--- src/rtl/pcb_pkg.sv ---
// ============================================================================
// pcb_pkg: shared constants and types for the piecewise cubic Bezier evaluator
// Widths, fixed-point constants, item codes and the lane control group.
// ============================================================================
`default_nettype none

package pcb_pkg;

    // Curve store and fixed-point format
    localparam int MAX_KNOTS     = 64;
    localparam int FRACTION_BITS = 16;

    localparam int COORD_W  = 32;                          // Q16.16 coordinate
    localparam int NUM_AXES = 3;
    localparam int ADDR_W   = $clog2(MAX_KNOTS);
    localparam int CNT_W    = $clog2(MAX_KNOTS + 1);
    localparam int POS_W    = FRACTION_BITS + 1;           // Q1.FB position
    localparam int ONE_W    = FRACTION_BITS + 1;           // holds t, u = 0..ONE
    localparam int SQ_W     = 2 * ONE_W;                   // t*t and friends
    localparam int TRI_W    = SQ_W + 2;                    // 3*t*u2 with rounding
    localparam int WGT_W    = ONE_W + 1;                   // blend weight
    localparam int ACC_W    = COORD_W + FRACTION_BITS;     // bits that reach the output
    localparam int SCALED_W = POS_W + CNT_W;               // pos * (count-1)
    localparam int SEGIDX_W = SCALED_W - FRACTION_BITS;

    localparam int NUM_TERMS = 4;
    localparam int TERM_W    = $clog2(NUM_TERMS);

    localparam int KIND_W     = 2;
    localparam int STATUS_W   = 2;
    localparam int IN_DATA_W  = ((2 * NUM_AXES * COORD_W + POS_W + 7) / 8) * 8;
    localparam int OUT_DATA_W = ((NUM_AXES * COORD_W + 7) / 8) * 8;
    localparam int POS_LSB    = 2 * NUM_AXES * COORD_W;

    localparam logic [ONE_W-1:0] ONE = {1'b1, {FRACTION_BITS{1'b0}}};
    localparam int unsigned HALF = 1 << (FRACTION_BITS - 1);

    typedef enum logic [KIND_W-1:0] {
        KIND_CLEAR  = 2'd0,
        KIND_APPEND = 2'd1,
        KIND_EVAL   = 2'd2
    } kind_t;

    typedef enum logic [STATUS_W-1:0] {
        STATUS_OK    = 2'd0,
        STATUS_RANGE = 2'd1,
        STATUS_SHORT = 2'd2
    } status_t;

    typedef logic [COORD_W-1:0]                coord_t;
    typedef logic [NUM_TERMS-1:0][WGT_W-1:0]   wgt_vec_t;

    // Sequencer to lane: which term to multiply and what to do with the sum
    typedef struct packed {
        logic              acc_clr;
        logic              acc_add;
        logic [TERM_W-1:0] term;
    } lane_ctrl_t;

endpackage

`default_nettype wire

--- src/rtl/pcb_weights.sv ---
// ============================================================================
// pcb_weights: cubic Bernstein weight generator
// Two registered multiply stages turn the segment fraction t into w0..w3.
// ============================================================================
`default_nettype none

module pcb_weights
    import pcb_pkg::*;
(
    input  logic             clk,
    input  logic [ONE_W-1:0] t,        // must hold steady for two cycles
    output wgt_vec_t         w
);

    logic [ONE_W-1:0] u;
    logic [SQ_W-1:0]  tt_sum;
    logic [SQ_W-1:0]  uu_sum;
    logic [ONE_W-1:0] t2_reg;
    logic [ONE_W-1:0] u2_reg;
    logic [ONE_W-1:0] t2_next;
    logic [ONE_W-1:0] u2_next;

    logic [SQ_W-1:0]  w0_sum;
    logic [SQ_W-1:0]  w3_sum;
    logic [SQ_W-1:0]  tu2_prod;
    logic [SQ_W-1:0]  t2u_prod;
    logic [TRI_W-1:0] w1_sum;
    logic [TRI_W-1:0] w2_sum;
    wgt_vec_t         w_reg;
    wgt_vec_t         w_next;

    assign u = ONE - t;

    // Stage 1: rounded squares
    assign tt_sum  = SQ_W'(t) * SQ_W'(t) + SQ_W'(HALF);
    assign uu_sum  = SQ_W'(u) * SQ_W'(u) + SQ_W'(HALF);
    assign t2_next = tt_sum[FRACTION_BITS + ONE_W - 1:FRACTION_BITS];
    assign u2_next = uu_sum[FRACTION_BITS + ONE_W - 1:FRACTION_BITS];

    // Stage 2: cubes and the two mixed terms, times three by shift and add
    assign w0_sum   = SQ_W'(u2_reg) * SQ_W'(u) + SQ_W'(HALF);
    assign w3_sum   = SQ_W'(t2_reg) * SQ_W'(t) + SQ_W'(HALF);
    assign tu2_prod = SQ_W'(t) * SQ_W'(u2_reg);
    assign t2u_prod = SQ_W'(t2_reg) * SQ_W'(u);
    assign w1_sum   = (TRI_W'(tu2_prod) << 1) + TRI_W'(tu2_prod) + TRI_W'(HALF);
    assign w2_sum   = (TRI_W'(t2u_prod) << 1) + TRI_W'(t2u_prod) + TRI_W'(HALF);

    always_comb
    begin
        w_next[0] = w0_sum[FRACTION_BITS + WGT_W - 1:FRACTION_BITS];
        w_next[1] = w1_sum[FRACTION_BITS + WGT_W - 1:FRACTION_BITS];
        w_next[2] = w2_sum[FRACTION_BITS + WGT_W - 1:FRACTION_BITS];
        w_next[3] = w3_sum[FRACTION_BITS + WGT_W - 1:FRACTION_BITS];
    end

    always_ff @(posedge clk)
    begin
        t2_reg <= t2_next;
        u2_reg <= u2_next;
        w_reg  <= w_next;
    end

    assign w = w_reg;

endmodule

`default_nettype wire

--- config.mk ---
export PLATFORM = sky130hd
export DESIGN_NAME = pcb_weights
export DESIGN_NICKNAME = d
export VERILOG_FILES = /design/src/rtl/pcb_pkg.sv /design/src/rtl/pcb_weights.sv
export SDC_FILE = /design/constraint.sdc
export NUM_CORES = 2
export LEC_CHECK = 0
export ABC_AREA = 0
export BUFFER_PORTS_ARGS = -buffer_cell sky130_fd_sc_hd__buf_2
export CAP_MARGIN = 25
export CORE_MARGIN = 2
export CORE_UTILIZATION = 30
export CTS_BUF_LIST = sky130_fd_sc_hd__clkbuf_2 sky130_fd_sc_hd__clkbuf_4 sky130_fd_sc_hd__clkbuf_8
export CTS_CLUSTER_SIZE = 40
export DETAILED_ROUTE_END_ITERATION = 12
export HOLD_SLACK_MARGIN = 0.03
export PLACE_DENSITY = 0.49
export SYNTH_ARGS = -nofsm -noshare
export SYNTH_HDL_FRONTEND = slang
export SYNTH_SLANG_ARGS = --single-unit
--- constraint.sdc ---
create_clock -name clk -period 14.68 [get_ports clk]
set_input_delay 2.936 -clock clk [delete_from_list [all_inputs] [get_ports clk]]
set_output_delay 2.936 -clock clk [all_outputs]
set_load 0.05 [all_outputs]
### Word-level counts from Yosys, hierarchy flattened

Index checks and enable logic that the tools add are counted.

* add/sub/neg operators: 9
* multipliers: 6

Operator list (number)
* $add 34x16->34 const B: 4
* $mul 17x17->34: 4
* $add 34x34->34: 2
* $add 33x16->33 const B: 2
* $mul 17x17->33: 2
* $sub 17x17->17 const A: 1

* logic and storage cells: 21
* register bits: 106
* output and inout bits: 72
* input port bits: 18

### Longest topological paths before layout

* word-level depth: 4
* mapped depth: 41
* gate-level depth less buffers: 39

### Least setup slack after synthesis

OpenSTA, ideal clock, no wires.

* kind: input to register
* start: input port t[0]
* end: register w_reg, in the netlist w[53]
* data arrival time: 11.810 ns
* required time: 14.548 ns
* setup time: 0.132 ns
* setup slack: 2.738 ns
* buffers on the path: 2
* stages on the path: 38
* cells stage by stage: inv_1 > clkbuf_1 > ha_1 > nand2_1 > or4_4 > or2_1 > xnor2_4 > inv_2 > clkbuf_1 > and2_1 > fa_1 > inv_1 > fa_1 > fa_1 > inv_1 > fa_1 > fa_1 > inv_1 > (+2 left out) > ha_1 > a21oi_2 > nand2_1 > nor4_1 > a21oi_1 > o41ai_2 > o21bai_1 > a211oi_1 > nor2_1 > ha_1 > ha_1 > nand3_1 > nor2_1 > nand4_1 > o31ai_1 > a21oi_1 > xnor2_1 > xor3_1

* word-level cells in the longest chain between the ends: 4

Ends and longest elaborated chain
* from (decl): line pcb_weights.sv:11 `input logic [ONE_W-1:0] t,`
* $sub 17x17->17: line pcb_weights.sv:32 `assign u = ONE - t;`
* $mul 17x17->34: line pcb_weights.sv:44 `assign t2u_prod = SQ_W'(t2_reg) * SQ_W'(u);`
* $add 34x34->34: line pcb_weights.sv:46 `assign w2_sum = (TRI_W'(t2u_prod) << 1) + TRI_W'(t2u_prod) + TRI_W'(HALF);`
* $add 34x16->34: line pcb_weights.sv:46
* via w2_sum[33]: line pcb_weights.sv:28 `logic [TRI_W-1:0] w2_sum;`
* to (signal assigned): line pcb_weights.sv:60 `w_reg <= w_next;`
* to (decl): line pcb_weights.sv:29 `wgt_vec_t w_reg;`

The timed path passes the listed nets, and every way through them passes these cells.

### Worst setup path after layout

* start: input port t[2]
* end: register w_reg, in the netlist w[53]

Same word-level chain as after synthesis.

==> run_results.csv <==
group,metric,value,unit
sta,setup_tns,0,ns
drt,remaining_drc_errors,0,
drt,firstDrtPassIters,5,
synthesis,ys.flop_type,"dfxtp_1",
floorplan,core,192000,um^2
critical_path,critPathCaptureType,"register",
critical_path,worst-endpoint-arrival,13.59,ns
placement,place_area,61300,um^2
sta,rsz0062_at_grt,"false",
synthesis,yosysWarnings,0,
clock_tree,cts_setup_buffers,0,
synthesis,syn-num-nets,8571,
finish,fillers,20509,
floorplan,fp.dieW,444,um
hold_path,hold_path_class,"register to register",
synthesis,synth-edff-count,0,
clock_tree,h-tree-depth,3,
sta,fin_crit_sh,89.1,%
placement,routabilityCongestion,0.822,
finish,largest_reg_flops,72,
critical_path,crit_top_cell,"fa_1",
drt,vias_per_cell,4.58,
synthesis,seq_area_frac_synth,3.66,%
global_routing,grt_use_total,16.1,%
finish,nNetsFinal,8485,
clock_tree,tritoncts,"done",
finish,drive_gt1_share,3.74,%
sta,finalSetupViolations,0,
drt,drt-wirelength-per-cell,16.9,um
synthesis,synth_cells,6480,
critical_path,slowest_stage,"fa_1",
synthesis,netlist_area,58000,um^2
finish,finalInstanceArea,61500,um^2
clock_tree,clock-sinks,106,
outcome,status,"finished clean",
sta,maxSlewViolCount,0,
critical_path,critical-path-top-delay-family,"adder cells",
floorplan,ios,90,
global_routing,grt_overflow,0,
sta,worst_clock_skew,0.0257,ns
drt,vias,40934,
critical_path,crit_buf_inv,6,
finish,layout_common_cells,"inv_1, fa_1, nand2_1",
floorplan,start_util,30.2,%
floorplan,rows,161,
finish,final_common_cell,"inv_1",
clock_tree,path_clk_slew,0.16,ns
clock_tree,cts_hold_buffers,0,
sta,max_freq,76.5,MHz
critical_path,worstSetupStartpointType,"primary input",
clock_tree,cts-root-buf,"clkbuf_8",
drt,drt_iter0_drc,1822,
floorplan,die_y,444,um
placement,dp_hpwl,120000,um
run,drv_cap,0,
synthesis,ys_top_cells_by_area,"fa_1, ha_1, inv_1",
clock_tree,cts_made_buffers,9,
clock_tree,clock_latency,0.59,ns
finish,area_delta_synth_final,6.09,%
synthesis,async_flop_share,0,%
global_routing,grt_pass1_vias,45242,
synthesis,synth.top_cell.area_share,44.3,%
critical_path,worstSetupPathType,"primary input to register",
sta,slew_headroom,32.1,%
drt,postRouteAntennaNets,0,
clock_tree,post_cts_resized,0,
global_routing,grt_start_max_net_pins,53,
placement,port_buffers,89,
critical_path,path_max_fanout,18,
global_routing,grt_antenna_before_repair,5,
critical_path,max_stage_delay,0.51,ns
clock_tree,clockBufferDepth,2,
global_routing,grt_pass1_wl,250000,um
synthesis,yosysTopAreaCell,"fa_1",
sta,layout_min_cycle_time,13.08,ns
synthesis,syn_area_per_cell,8.94,um^2
sta,report.final.hold_viol_count,0,
synthesis,ys_ff_latch,106,
sta,worstMarginPinSlew,1.01,ns
floorplan,die-area,197000,um^2
synthesis,synth.distinct_cells,83,
drt,drt_wl_total,151000,um
critical_path,cp.required,15.19,ns
==> routing by layer <==
layer | share of wire, % | GRT usage (%) | up-vias
met4 | 3.0 | 4.80 | 0
met2 | 46 | 26.5 | 613
li1 | - | - | 19030
met3 | 3.1 | 1.47 | 128
met1 | 48 | 22.5 | 21163
met5 | 0 | 0 | -
==> cells in the mapped netlist (4+ instances only) <==
| cell | instances |
|---|---|
| nand4_1 | 23 |
| nand2b_1 | 16 |
| o21bai_1 | 18 |
| nor3_1 | 38 |
| buf_1 | 20 |
| and4_1 | 7 |
| nand3_1 | 29 |
| a21o_1 | 81 |
| xor2_1 | 58 |
| clkinv_1 | 8 |
| nor2b_1 | 19 |
| o21a_1 | 26 |
| a221oi_1 | 8 |
| a31oi_1 | 17 |
| or3_1 | 7 |
| nor2_1 | 193 |
| ha_1 | 791 |
| a21boi_0 | 6 |
| dfxtp_1 | 106 |
| and2_1 | 526 |
| clkbuf_1 | 247 |
| a211oi_1 | 20 |
| nor4_1 | 6 |
| a21oi_1 | 116 |
| fa_1 | 1282 |
| xnor2_1 | 121 |
| a41oi_1 | 4 |
| nor3b_1 | 5 |
| a211o_1 | 7 |
| buf_2 | 5 |
| inv_2 | 6 |
| and3_1 | 18 |
| o211ai_1 | 6 |
| nand3b_1 | 6 |
| nand2_1 | 849 |
| o31a_1 | 5 |
| o21ai_0 | 66 |
| o31ai_1 | 9 |
| inv_1 | 1630 |
| or2_2 | 6 |
==> cells by family after synthesis <==
| family | after synthesis | synth area share (%) |
|---|---|---|
| simple gates | 1762 | 14.5 |
| mux | 4 | 0.0712 |
| flops | 106 | 3.66 |
| xor+xnor | 184 | 2.90 |
| buf+inv | 1919 | 12.5 |
| compound gates | 432 | 5.02 |
| fa+ha+maj | 2073 | 61.4 |
==> per-stage QoR <==
stage | utilization [%] | hold slack (ns) | setup slack (ns) | instances
final | 32.0 | 1.43 | 1.60 | 8931
after global routing | 32.0 | 1.53 | 0.986 | 8930
after CTS | 32.0 | 1.46 | 1.66 | 8924
after detailed placement | 31.9 | 1.40 | 0.997 | 8909
after global placement | 31.9 | 1.39 | 1.08 | 8908
after floorplan | - | 0.868 | 2.74 | 6480
==> final timing paths <==
path	from	to	slack (ns)	depth (start not counted)
hold reg to reg	u2_reg[16]	w[17]	1.43	7
setup / recovery	t[2]	w[53]	1.60	37
hold / removal	u2_reg[16]	w[17]	1.43	7
setup reg to reg	u2_reg[8]	w[35]	5.40	31
==> worst register-to-register path: cells and delay by family (launching register included) <==
family / cells / cell delay, ns
fa+ha+maj: 9 / 3.94
compound gates: 11 / 3.12
buf+inv: 6 / 0.67
flops: 1 / 0.50
simple gates: 3 / 0.49
xor+xnor: 2 / 0.47
==> final cells by class <==
type / instances / area, um^2 / share of cell area, %
clock inverter: 5 / 46.3 / 0.0753
tap: 2526 / 3160 / 5.14
timing repair buffer: 178 / 1120 / 1.82
sequential: 106 / 2120 / 3.46
multi-input combinational: 4455 / 48700 / 79.2
inverter: 1644 / 6170 / 10.0
clock buffer: 10 / 138 / 0.224
antenna: 7 / 17.5 / 0.0285
Power is not shown: default switching activity piles up to over one toggle a cycle in this logic, so the estimate is an artifact.
